`src/hdl/r2fft_ram.sv`:
```
// Generic simple dual-port RAM: one write port, one registered read port.
// No dependencies.
module r2fft_ram #(
  parameter int WIDTH = 8,
  parameter int DEPTH = 16
) (
  input  logic                     clk,
  input  logic                     we,
  input  logic [$clog2(DEPTH)-1:0] waddr,
  input  logic [WIDTH-1:0]         wdata,
  input  logic                     re,
  input  logic [$clog2(DEPTH)-1:0] raddr,
  output logic [WIDTH-1:0]         rdata
);

  logic [WIDTH-1:0] mem [DEPTH];

  // Write port
  always_ff @(posedge clk) begin
    if (we) begin
      mem[waddr] <= wdata;
    end
  end

  // Registered read, holds when not enabled
  always_ff @(posedge clk) begin
    if (re) begin
      rdata <= mem[raddr];
    end
  end

endmodule

```
`config.mk`:
```
export PLATFORM = sky130hd
export DESIGN_NAME = r2fft_ram
export DESIGN_NICKNAME = d
export VERILOG_FILES = /design/src/hdl/r2fft_ram.sv
export SDC_FILE = /design/constraint.sdc
export NUM_CORES = 1
export LEC_CHECK = 0
export BUFFER_PORTS_ARGS = -buffer_cell sky130_fd_sc_hd__buf_4
export CORE_ASPECT_RATIO = 1.2
export CORE_UTILIZATION = 46
export CTS_CLUSTER_DIAMETER = 30
export CTS_CLUSTER_SIZE = 16
export DETAILED_ROUTE_END_ITERATION = 16
export SYNTH_ARGS = -nofsm -noshare
export SYNTH_HDL_FRONTEND = slang
export SYNTH_SLANG_ARGS = --single-unit
```
`constraint.sdc`:
```
create_clock -name clk -period 5.08 [get_ports clk]
set_input_delay 0.508 -clock clk [delete_from_list [all_inputs] [get_ports clk]]
set_output_delay 0.508 -clock clk [all_outputs]
set_load 0.05 [all_outputs]
```
==> implementation parameters, run 1 <==
Parameter                              Value

Status
  Run status    completed

Place
  IO buf count    26
  HPWL Detailed    between 6000 and 7000 um
  Instance area after placement    5520 sq um
  Worst setup slack after placement    2.67 ns
  Routability Congestion    ~0.7
  Dpl cells    between 300 and 400

Worst setup path
  Startpoint kind of the worst setup timing path    input port
  CP cell instances    buf_4 > or3b_2 > nor3_1
  Cell at the slowest stage of the critical path    sky130_fd_sc_hd__nor3_1
  Critical path depth in cells    3
  Cell depth of the worst flop-to-flop path    3
  Worst EP arrival    a little under 2 ns
  Start point of the critical path    waddr[2]
  Destination of the worst register-to-register timing path    rdata[6]
  Launch point of the worst reg-to-reg path    mem[3][6]
  Required @ worst endpoint    roughly 5.1 ns
  Crit-path max cell delay    ~0.85 ns
  Capturing instance or port of the critical path    mem[0][7]
  Kind of critical path    input port to flip-flop
  Cell family with most CP delay    simple AND/OR/NAND/NOR gates
  Largest fanout of any net on the critical path    8
  Buffers & Inverters on Critical Path    1
  Nature of the critical path endpoint    flip-flop
  Reg-to-reg slack, setup    ~3.6 ns

Final layout
  Sequential standard cell area    between 4000 and 5000 sq um
  Non-Filler Instances    slightly above 400
  Post-layout instance area    about 6000 sq um
  Finished Core Util    55.0%
  Synthesis-to-layout area growth    16.0%
  Number of nets in the layout    roughly 290
  N_diodes    0
  Layout cells sized above 1    26.5%
  Area occupied by multi-input gates    around 1100 sq um
  Filler instances    842

Die
  Die X-Extent    just under 100 um
  Floorplan row count    42
  Initial Util    ~47%
  Height of the die    119 um
  Die area    11,800 sq um
  Number of primary I/O pins    27
  Placeable Area    11,000 sq um

Power
  Worst IR Drop VDD    roughly 210 uV
  Share of power burned in registers    50.4%
  Net switching power    approximately 0.50 mW
  Cell Int Power    ~2 mW
  Net Sw Frac    between 10% and 20%
  Fraction of power consumed by combinational cells    ~5.3%
  Clock network power share    approximately 44%
  Power after layout    roughly 2.5 mW
  Power density normalized to cell area    ~420 nW/um^2
  Static Leak    a little over 2 nW

Synthesis
  Avg Synthesized Cell Area    approximately 23 sq um
  Adder and majority gate portion of the synthesized area    0%
  Post-synth EDFFs    around 140
  Cell with the most instances after synthesis    sky130_fd_sc_hd__edfxtp_1
  Combinational family with the most area after synthesis    multiplexers
  Number of instances in the synthesized netlist    ~230
  Share of synthesized cell area in and, or, nand and nor gates    under 10%
  Post-synthesis share of cell area spent on xor and xnor gates    0%
  Synthesized flop and latch total    between 100 and 150
  Synth cell types    18
  Largest cells by area after synthesis    sky130_fd_sc_hd__edfxtp_1 (78%), sky130_fd_sc_hd__mux4_2 (7.8%), sky130_fd_sc_hd__mux4_1 (7.0%), sky130_fd_sc_hd__a22oi_1 (2.3%), sky130_fd_sc_hd__nor2_1 (0.93%)
  Share of the yosys chip area belonging to registers    between 70% and 80%
  Most used flip-flop cell after synthesis    sky130_fd_sc_hd__edfxtp_1
  Share of Yosys cell area claimed by the top area cell type    roughly four fifths
  Compound-Gate Fraction of Synth Area    2.30%
  Net Count, Synth    about 250
  Synth warnings    0
  Async S/R FF share, synth    0%
  Mux contribution to synthesized area    between 10 and 15%
  Commonest cells in the synthesized netlist    sky130_fd_sc_hd__edfxtp_1 (136), sky130_fd_sc_hd__mux4_2 (18), sky130_fd_sc_hd__a22oi_1 (16), sky130_fd_sc_hd__mux4_1 (14), sky130_fd_sc_hd__nor2_1 (13)
  Area leader, netlist    sky130_fd_sc_hd__edfxtp_1
  Cell area after synthesis    roughly 5200 sq um

Clocking
  Clock tree root driver cell    sky130_fd_sc_hd__clkbuf_16
  Clock latency on the worst-skew pair    approximately 0.4 ns
  CTS Buf Count    17
  Count of instances resized after the clock tree is built    0
  CTS tree    built
  Number of H-tree levels    4
  Clock Path Buffers    2
  Quantity of hold-fixing buffers added after cts    0
  Post-CTS setup-driven buffer insertion count    0
  Number of clock sinks seen by CTS    about 140
  Clk pin slew, worst setup/hold paths    0.06 ns

STA
  Fin. Hold Viols    0
  Final hold slack    roughly 0.41 ns
  Final critical delay including setup and external delays    approximately 2.0 ns
  Setup-failing EPs final    0
  Worst slew margin relative to its limit    between 20 and 30%
  Setup Total Neg Slack    0 ns
  Setup repair after global routing missed its margin    no
  Final cycle utilization of the critical path    38.7%
  Maximum frequency from static timing analysis    around 510 MHz
  Max Clock Skew    0.00297 ns
  Fin worst setup slack    around 3.1 ns
  Worst-margin pin slew    about 1.1 ns
  Final Max Slew Viols    0

Global routing
  GR Overflow Total    0
  Total routing resource utilization after global routing    18.1%
  Pin count of the biggest net entering global routing    33
  Via count of the first global-routing pass    ~2.5k
  Number of antenna violations at the first check in global routing    0
  Wire length of the first global-routing pass    between 10,000 and 15,000 um

Route
  Overall via count from detail_route    roughly 2.4k
  Number of DRC markers in iteration 0    about 220
  Antenna Violating Nets Remaining    0
  First-pass DRT Iterations    5
  Final WL    9730 um
  Drt wl/cell    between 20 and 25 um
  Ratio of routed vias to standard cells    approximately 6
  Residual DRC count    0

Min path
  Path class of the lowest-slack min-delay path    input port to flip-flop

Run
  Max-cap violation count    0
==> final cells by class <==
type / count / share of cell area, %
sequential: 136 / 67.3
multi-input combinational: 83 / 17.5
timing repair buffer: 28 / 3.47
clock inverter: 14 / 1.88
clock buffer: 18 / 7.08
tap: 132 / 2.72
==> layout by cell type, fill, tap and decap left out <==
cell,synthesis,layout
sky130_fd_sc_hd__nand3b_1,2,2
sky130_fd_sc_hd__mux4_2,18,18
sky130_fd_sc_hd__and2b_1,1,1
sky130_fd_sc_hd__nand2b_1,2,2
sky130_fd_sc_hd__nand3_1,1,1
sky130_fd_sc_hd__nand2_1,9,9
sky130_fd_sc_hd__mux4_1,14,14
sky130_fd_sc_hd__or3b_2,1,1
sky130_fd_sc_hd__nor3_2,0,1
sky130_fd_sc_hd__nor2b_1,1,1
sky130_fd_sc_hd__bufinv_16,0,2
sky130_fd_sc_hd__buf_4,1,28
sky130_fd_sc_hd__nor2_1,13,13
sky130_fd_sc_hd__clkbuf_16,0,17
sky130_fd_sc_hd__clkbuf_1,0,1
sky130_fd_sc_hd__clkinv_2,0,7
sky130_fd_sc_hd__a22oi_1,16,16
sky130_fd_sc_hd__and2_1,1,1
sky130_fd_sc_hd__edfxtp_1,136,136
sky130_fd_sc_hd__nor3_1,4,3
sky130_fd_sc_hd__clkinv_1,0,5
==> cell families after synthesis <==
kind of cell / count (synthesis)
AO/OA/AOI/OAI: 16
flip-flops: 136
multiplexers: 32
buffers and inverters: 10
AND/OR/NAND/NOR: 35
==> flip-flops by register name (all words and copies together) (netlist names) <==
signal,count
rdata,8
mem,128
==> per-layer routing <==
| metal | routed length [um] | up-vias | track usage [%] |
|---|---|---|---|
| li1 | - | 1056 | - |
| met1 | 4150 | 1238 | 24.0 |
| met2 | 4780 | 86 | 27.9 |
| met3 | 480 | 20 | 3.49 |
| met4 | 322 | 0 | 10.9 |
| met5 | 0 | - | 0 |
==> power groups by stage <==
stage	registers (mW)	clock network, mW	logic, mW
floorplan	1.31	0	0.0638
global placement	1.29	0	0.134
detailed placement	1.29	0	0.136
CTS	1.27	1.13	0.136
global route	1.27	1.19	0.143
finish	1.27	1.12	0.134
==> worst min path at each step <==
stage,cells after the start,to,start
6_report,1,mem[14][5],wdata[5]
5_1_grt,1,rdata[7],re
4_1_cts,1,rdata[7],re
3_5_place_dp,3,rdata[3],mem[12][3]
3_3_place_gp,3,rdata[4],mem[15][4]
2_1_floorplan,0,mem[0][0],wdata[0]
Power figures use the tool's default switching activity.
==> run 2, diff against run 1 <==
clock period = 1.9 ns   (was 5.08 ns; I/O delays follow)
==> run 2 against run 1 <==
Against the previous run:
- combinational power increased to 2.9 times the previous value
- worst hold slack got worse by 0.33 ns
- routed wire length rose by 4.1%
- clock skew grew 0.0068 ns
- register-to-register slack lost 3.3 ns
- clock power grew to 2.7 times the previous value
- sequential cell count unchanged
- die area did not move
- sequential share of layout area fell by 2.1 points
- via count increased by 3.0%
- critical path depth did not move
- total power increased to 2.7 times the previous value
- largest cell class unchanged
==> implementation parameters, run 2 (same netlist as run 1, synthesis figures left out) <==
Parameter                              Value

Clocking
  Clock latency on the worst-skew pair    0.41 ns (was 0.40 ns)
  Count of instances resized after the clock tree is built    0 (unchanged)
  Post-CTS setup-driven buffer insertion count    0 (unchanged)
  Clock Path Buffers    2 (unchanged)
  CTS Buf Count    17 (unchanged)
  Clk pin slew, worst setup/hold paths    0.06 ns (about the same)
  CTS tree    built (unchanged)
  Number of H-tree levels    4 (unchanged)
  Number of clock sinks seen by CTS    136 (unchanged)
  Quantity of hold-fixing buffers added after cts    0 (unchanged)
  Clock tree root driver cell    sky130_fd_sc_hd__clkbuf_16 (unchanged)

Worst setup path
  Launch point of the worst reg-to-reg path    mem[3][3] (was mem[3][6])
  Worst EP arrival    1.74 ns (was 1.98 ns)
  Startpoint kind of the worst setup timing path    flip-flop (was input port)
  Cell depth of the worst flop-to-flop path    3 (unchanged)
  Nature of the critical path endpoint    flip-flop (unchanged)
  Destination of the worst register-to-register timing path    rdata[3] (was rdata[6])
  Kind of critical path    flip-flop to flip-flop (was input port to flip-flop)
  Required @ worst endpoint    2.05 ns (was 5.10 ns)
  Start point of the critical path    mem[3][3] (was waddr[2])
  Largest fanout of any net on the critical path    1 (was 8)
  Reg-to-reg slack, setup    0.31 ns (was 3.58 ns)

Final layout
  Number of nets in the layout    307 (was 285)
  Leading cell type in the layout, fill and taps excluded    sky130_fd_sc_hd__edfxtp_1 (unchanged)
  N_diodes    0 (unchanged)
  Filler instances    843 (was 842)
  Layout cells sized above 1    32.9% (was 26.5%)
  Largest Register    mem (unchanged)
  Flip-flop count of the largest register, all copies and words added    128 (unchanged)
  Leading registers by flop count    mem (128), rdata (8) (unchanged)
  Synthesis-to-layout area growth    19.7% (was 16.0%)
  Commonest non-fill, non-tap cells in the layout    sky130_fd_sc_hd__edfxtp_1 (136), sky130_fd_sc_hd__buf_4 (48), sky130_fd_sc_hd__mux4_2 (18) (was sky130_fd_sc_hd__edfxtp_1 (136), sky130_fd_sc_hd__buf_4 (28), sky130_fd_sc_hd__mux4_2 (18))

Route
  Final WL    10,100 um (was 9730 um)
  Drt wl/cell    23.4 um (was 23.7 um)
  Overall via count from detail_route    2,473 (was 2,400)
  Residual DRC count    0 (unchanged)
  Number of DRC markers in iteration 0    164 (was 222)
  Antenna Violating Nets Remaining    0 (unchanged)
  First-pass DRT Iterations    6 (was 5)
  Ratio of routed vias to standard cells    5.71 (was 5.84)

Die
  Die area    11,800 sq um (unchanged)
  Floorplan row count    42 (unchanged)
  Height of the die    119 um (unchanged)
  Placeable Area    11,000 sq um (unchanged)
  Number of primary I/O pins    27 (unchanged)
  Die X-Extent    99.3 um (unchanged)
  Initial Util    47.4% (unchanged)

Run
  Max-cap violation count    0 (unchanged)

Power
  Share of power burned in registers    50.1% (was 50.4%)
  Net Sw Frac    21.3% (was 19.9%)
  Worst IR Drop VDD    622 uV (was 215 uV)
  Net switching power    1.44 mW (was 0.504 mW)
  Fraction of power consumed by combinational cells    5.6% (was 5.3%)
  Power after layout    6.78 mW (was 2.53 mW)
  Static Leak    2.13 nW (was 2.02 nW)
  Power density normalized to cell area    1080 nW/um^2 (was 416 nW/um^2)
  Cell Int Power    5.33 mW (was 2.02 mW)
  Clock network power share    44.2% (was 44.3%)

Status
  Run status    completed (unchanged)

Global routing
  Via count of the first global-routing pass    2,643 (was 2,483)
  Number of antenna violations at the first check in global routing    0 (unchanged)
  Pin count of the biggest net entering global routing    17 (was 33)
  GR Overflow Total    0 (unchanged)
  Wire length of the first global-routing pass    15,300 um (was 14,500 um)
  Total routing resource utilization after global routing    19.2% (was 18.1%)

STA
  Max Clock Skew    0.00978 ns (was 0.00297 ns)
  Setup repair after global routing missed its margin    no (unchanged)
  Setup-failing EPs final    0 (unchanged)
  Fin. Hold Viols    0 (unchanged)
  Final Max Slew Viols    0 (unchanged)
  Final critical delay including setup and external delays    about 1.6 ns
  Final cycle utilization of the critical path    ~84%
  Setup Total Neg Slack    0 ns (unchanged)
  Worst-margin pin slew    0.408 ns (was 1.09 ns)
  Maximum frequency from static timing analysis    between 600 and 700 MHz
  Worst slew margin relative to its limit    72.8% (was 26.8%)

Min path
  Path class of the lowest-slack min-delay path    input port to flip-flop (unchanged)
  Cell count of the worst hold path    1 (unchanged)
  Hold Path End    mem[4][5] (was mem[14][5])
  Hold_sp    wdata[5] (unchanged)

Place
  IO buf count    26 (unchanged)
  Routability Congestion    0.718 (was 0.705)
  HPWL Detailed    6650 um (was 6080 um)
## run 2: worst max-delay path by stage
stage,end,slack [ns],cells after the start
floorplan,mem[0][0],0.22,2
global placement,rdata[5],0.13,5
detailed placement,rdata[5],0.12,5
CTS,rdata[1],0.34,3
global route,rdata[3],0.30,3
finish,rdata[3],0.31,3
## run 2: power groups by stage
stage | logic (mW) | clock network, mW | registers [mW]
after CTS | 0.389 | 3.04 | 3.40
after detailed placement | 0.388 | 0 | 3.46
final | 0.382 | 3.00 | 3.40
after global placement | 0.384 | 0 | 3.46
after floorplan | 0.171 | 0 | 3.51
after global routing | 0.409 | 3.17 | 3.40
## run 2: area by class of cell
type,instances,area [sq um],share of cell area (%)
Clock buffer,17,425,6.80
Multi-Input combinational cell,83,1060,16.9
Clock inverter,15,128,2.04
Timing Repair Buffer,50,400,6.40
Tap cell,132,165,2.64
Sequential cell,136,4080,65.2
## run 2: metal layers
layer	part of all wire (%)	routed length, um	GRT usage, %	vias to the layer above
li1	-	-	-	1103
met1	40	4090	24.0	1269
met2	51	5170	30.5	83
met3	6.1	617	5.38	18
met4	2.6	259	10.3	0
met5	0	0	0	-
## run 2: through the flow
stage / instances / setup slack (ns) / cell area (sq um) / hold slack (ns) / util (%)
floorplan: 229 / 0.217 / 5230 / 0.289 / -
global placement: 401 / 0.130 / 5710 / 0.495 / 51.7
detailed placement: 401 / 0.116 / 5710 / 0.503 / 51.7
CTS: 433 / 0.338 / 6260 / 0.0718 / 56.7
global route: 433 / 0.295 / 6260 / 0.0787 / 56.7
finish: 433 / 0.308 / 6260 / 0.0814 / 56.7
## run 2: worst max-delay path: stages (launching register included)
cell and delay, ns:
sky130_fd_sc_hd__edfxtp_1 0.37, sky130_fd_sc_hd__mux4_1 0.50, sky130_fd_sc_hd__a22oi_1 0.37, sky130_fd_sc_hd__nand2_1 0.09
==> run 3, diff against run 2 <==
PLACE_DENSITY = 0.65   (was default)
clock period = 1.4 ns   (was 1.9 ns; I/O delays follow)
==> run 3 against run 2 <==
Against the previous run:
- die area is the same
- critical path depth is the same
- highest routed layer unchanged
- the run now ends with setup timing left
- setup slack lost 0.34 ns
- critical endpoint is now rdata[1]
- sequential power grew 36%
- count of clock-buffer cells in the layout grew 2
==> implementation parameters, run 3 (same netlist as run 1, synthesis figures left out) <==
Parameter                              Value

Status
  Run status    finished, violations left (was completed)
  Violations in the final reports    setup timing

STA
  Setup-failing EPs final    2 (was 0)
  Fin worst setup slack    -0.0335 ns (was 0.308 ns)
  Worst-margin pin slew    1.03 ns (was 0.408 ns)
  Setup repair after global routing missed its margin    yes (was no)
  Fin. Hold Viols    0 (unchanged)
  Worst slew margin relative to its limit    31.5% (was 72.8%)
  Final critical delay including setup and external delays    1.43 ns (was 1.59 ns)
  Final Max Slew Viols    0 (unchanged)
  Max Clock Skew    0.00649 ns (was 0.00978 ns)
  Maximum frequency from static timing analysis    698 MHz (was 628 MHz)
  Setup Total Neg Slack    -0.0393 ns (was 0 ns)
  Final cycle utilization of the critical path    102% (was 83.8%)

Route
  Drt wl/cell    22.7 um (was 23.4 um)
  Final WL    10,100 um (about the same)
  First-pass DRT Iterations    4 (was 6)
  Residual DRC count    0 (unchanged)
  Number of DRC markers in iteration 0    212 (was 164)
  Ratio of routed vias to standard cells    5.67 (was 5.71)
  Antenna Violating Nets Remaining    0 (unchanged)
  Overall via count from detail_route    2,513 (was 2,473)

Worst setup path
  Required @ worst endpoint    1.54 ns (was 2.05 ns)
  Worst EP arrival    1.57 ns (was 1.74 ns)
  Cell at the slowest stage of the critical path    sky130_fd_sc_hd__mux4_2 (was sky130_fd_sc_hd__mux4_1)
  Destination of the worst register-to-register timing path    rdata[1] (was rdata[3])
  CP cell instances    mux4_2 > a22oi_2 > nand2_1 (was mux4_1 > a22oi_1 > nand2_1)
  Buffers & Inverters on Critical Path    0 (unchanged)
  Nature of the critical path endpoint    flip-flop (unchanged)
  Reg-to-reg slack, setup    -0.03 ns (was 0.31 ns)
  Critical path depth in cells    3 (unchanged)
  Crit-path max cell delay    0.49 ns (was 0.50 ns)
  Start point of the critical path    mem[3][1] (was mem[3][3])
  Launch point of the worst reg-to-reg path    mem[3][1] (was mem[3][3])
  Cell depth of the worst flop-to-flop path    3 (unchanged)
  Largest fanout of any net on the critical path    1 (unchanged)
  Kind of critical path    flip-flop to flip-flop (unchanged)
  Startpoint kind of the worst setup timing path    flip-flop (unchanged)
  Capturing instance or port of the critical path    rdata[1] (was rdata[3])
  Cell family with most CP delay    multiplexers (unchanged)

Clocking
  CTS tree    built (unchanged)
  Quantity of hold-fixing buffers added after cts    0 (unchanged)
  Clock Path Buffers    2 (unchanged)
  Clock latency on the worst-skew pair    0.41 ns (about the same)
  Clk pin slew, worst setup/hold paths    0.06 ns (about the same)
  Post-CTS setup-driven buffer insertion count    0 (unchanged)
  Clock tree root driver cell    sky130_fd_sc_hd__clkbuf_16 (unchanged)
  Number of H-tree levels    4 (unchanged)
  CTS Buf Count    17 (unchanged)
  Number of clock sinks seen by CTS    136 (unchanged)

Die
  Height of the die    119 um (unchanged)
  Number of primary I/O pins    27 (unchanged)
  Initial Util    47.4% (unchanged)
  Die X-Extent    99.3 um (unchanged)
  Placeable Area    11,000 sq um (unchanged)
  Die area    11,800 sq um (unchanged)
  Floorplan row count    42 (unchanged)

Final layout
  Layout cells sized above 1    41.5% (was 32.9%)
  Largest Register    mem (unchanged)
  Leading registers by flop count    mem (128), rdata (8) (unchanged)
  Finished Core Util    58.1% (was 56.7%)
  Commonest non-fill, non-tap cells in the layout    sky130_fd_sc_hd__edfxtp_1 (136), sky130_fd_sc_hd__buf_4 (55), sky130_fd_sc_hd__mux4_2 (28) (was sky130_fd_sc_hd__edfxtp_1 (136), sky130_fd_sc_hd__buf_4 (48), sky130_fd_sc_hd__mux4_2 (18))
  Number of nets in the layout    317 (was 307)
  Synthesis-to-layout area growth    22.6% (was 19.7%)
  N_diodes    0 (unchanged)
  Flip-flop count of the largest register, all copies and words added    128 (unchanged)
  Leading cell type in the layout, fill and taps excluded    sky130_fd_sc_hd__edfxtp_1 (unchanged)
  Post-layout instance area    6410 sq um (was 6260 sq um)

Power
  Power density normalized to cell area    1460 nW/um^2 (was 1080 nW/um^2)
  Power after layout    9.37 mW (was 6.78 mW)
  Static Leak    2.16 nW (was 2.13 nW)
  Worst IR Drop VDD    907 uV (was 622 uV)

Min path
  Path class of the lowest-slack min-delay path    input port to flip-flop (unchanged)

Run
  Max-cap violation count    0 (unchanged)

Place
  HPWL Detailed    6780 um (was 6650 um)
  IO buf count    26 (unchanged)
  Instance area after placement    5820 sq um (was 5710 sq um)
  Worst setup slack after placement    -0.243 ns (was 0.116 ns)
  Routability Congestion    0.762 (was 0.718)

Global routing
  Number of antenna violations at the first check in global routing    0 (unchanged)
  Pin count of the biggest net entering global routing    17 (unchanged)
  GR Overflow Total    0 (unchanged)
  Via count of the first global-routing pass    2,651 (was 2,643)
  Wire length of the first global-routing pass    15,700 um (was 15,300 um)
  Total routing resource utilization after global routing    19.1% (was 19.2%)
## run 3: cell types whose count changed in the layout (fill, tap and decap cells not counted), moves of 7 or more
cell,delta
sky130_fd_sc_hd__a22oi_1,-12
sky130_fd_sc_hd__a22oi_2,+12
sky130_fd_sc_hd__buf_4,+7
sky130_fd_sc_hd__mux4_1,-10
sky130_fd_sc_hd__mux4_2,+10
## run 3: where the power goes
part           switching [mW]  internal [mW]  total (mW)
combinational           0.323          0.250       0.573
sequential             0.0279           4.59        4.62
clock                    1.58           2.60        4.18
total                    1.93           7.44        9.37
## run 3: how the worst min path moves through the flow
stage                        start         to  slack (ns)  cells after the start
after global routing            re   rdata[4]        0.04                      1
after CTS                 wdata[3]  mem[8][3]        0.02                      1
after detailed placement  wdata[3]  mem[1][3]        0.45                      1
final                     wdata[3]  mem[8][3]        0.03                      1
after global placement    wdata[3]  mem[1][3]        0.44                      1
after floorplan           wdata[0]  mem[0][0]        0.24                      0
## run 3: through the flow
step | hold slack [ns] | instances
floorplan | 0.239 | 229
global placement | 0.443 | 411
detailed placement | 0.453 | 411
CTS | 0.0217 | 443
global route | 0.0368 | 443
finish | 0.0348 | 443
## run 3: layout make-up
class	instances	area (sq um)
Tap cell	132	165
Fill cell	808	4620
Clock buffer	19	433
Clock inverter	13	131
Multi-Input combinational cell	83	1080
Sequential cell	136	4080
Timing Repair Buffer	60	513
## run 3: per-layer routing
metal	up-vias	track usage [%]	routed length, um
met5	-	0	0
met4	0	8.00	163
met3	12	4.73	515
met2	84	29.9	5130
met1	1306	25.7	4270
li1	1111	-	-
## run 3: what timing repair did
item / 4_1_cts / 5_1_grt
gates resized for setup: 14 / 8
endpoints found under the setup margin: 7 / 8
pin swaps: 6 / 6
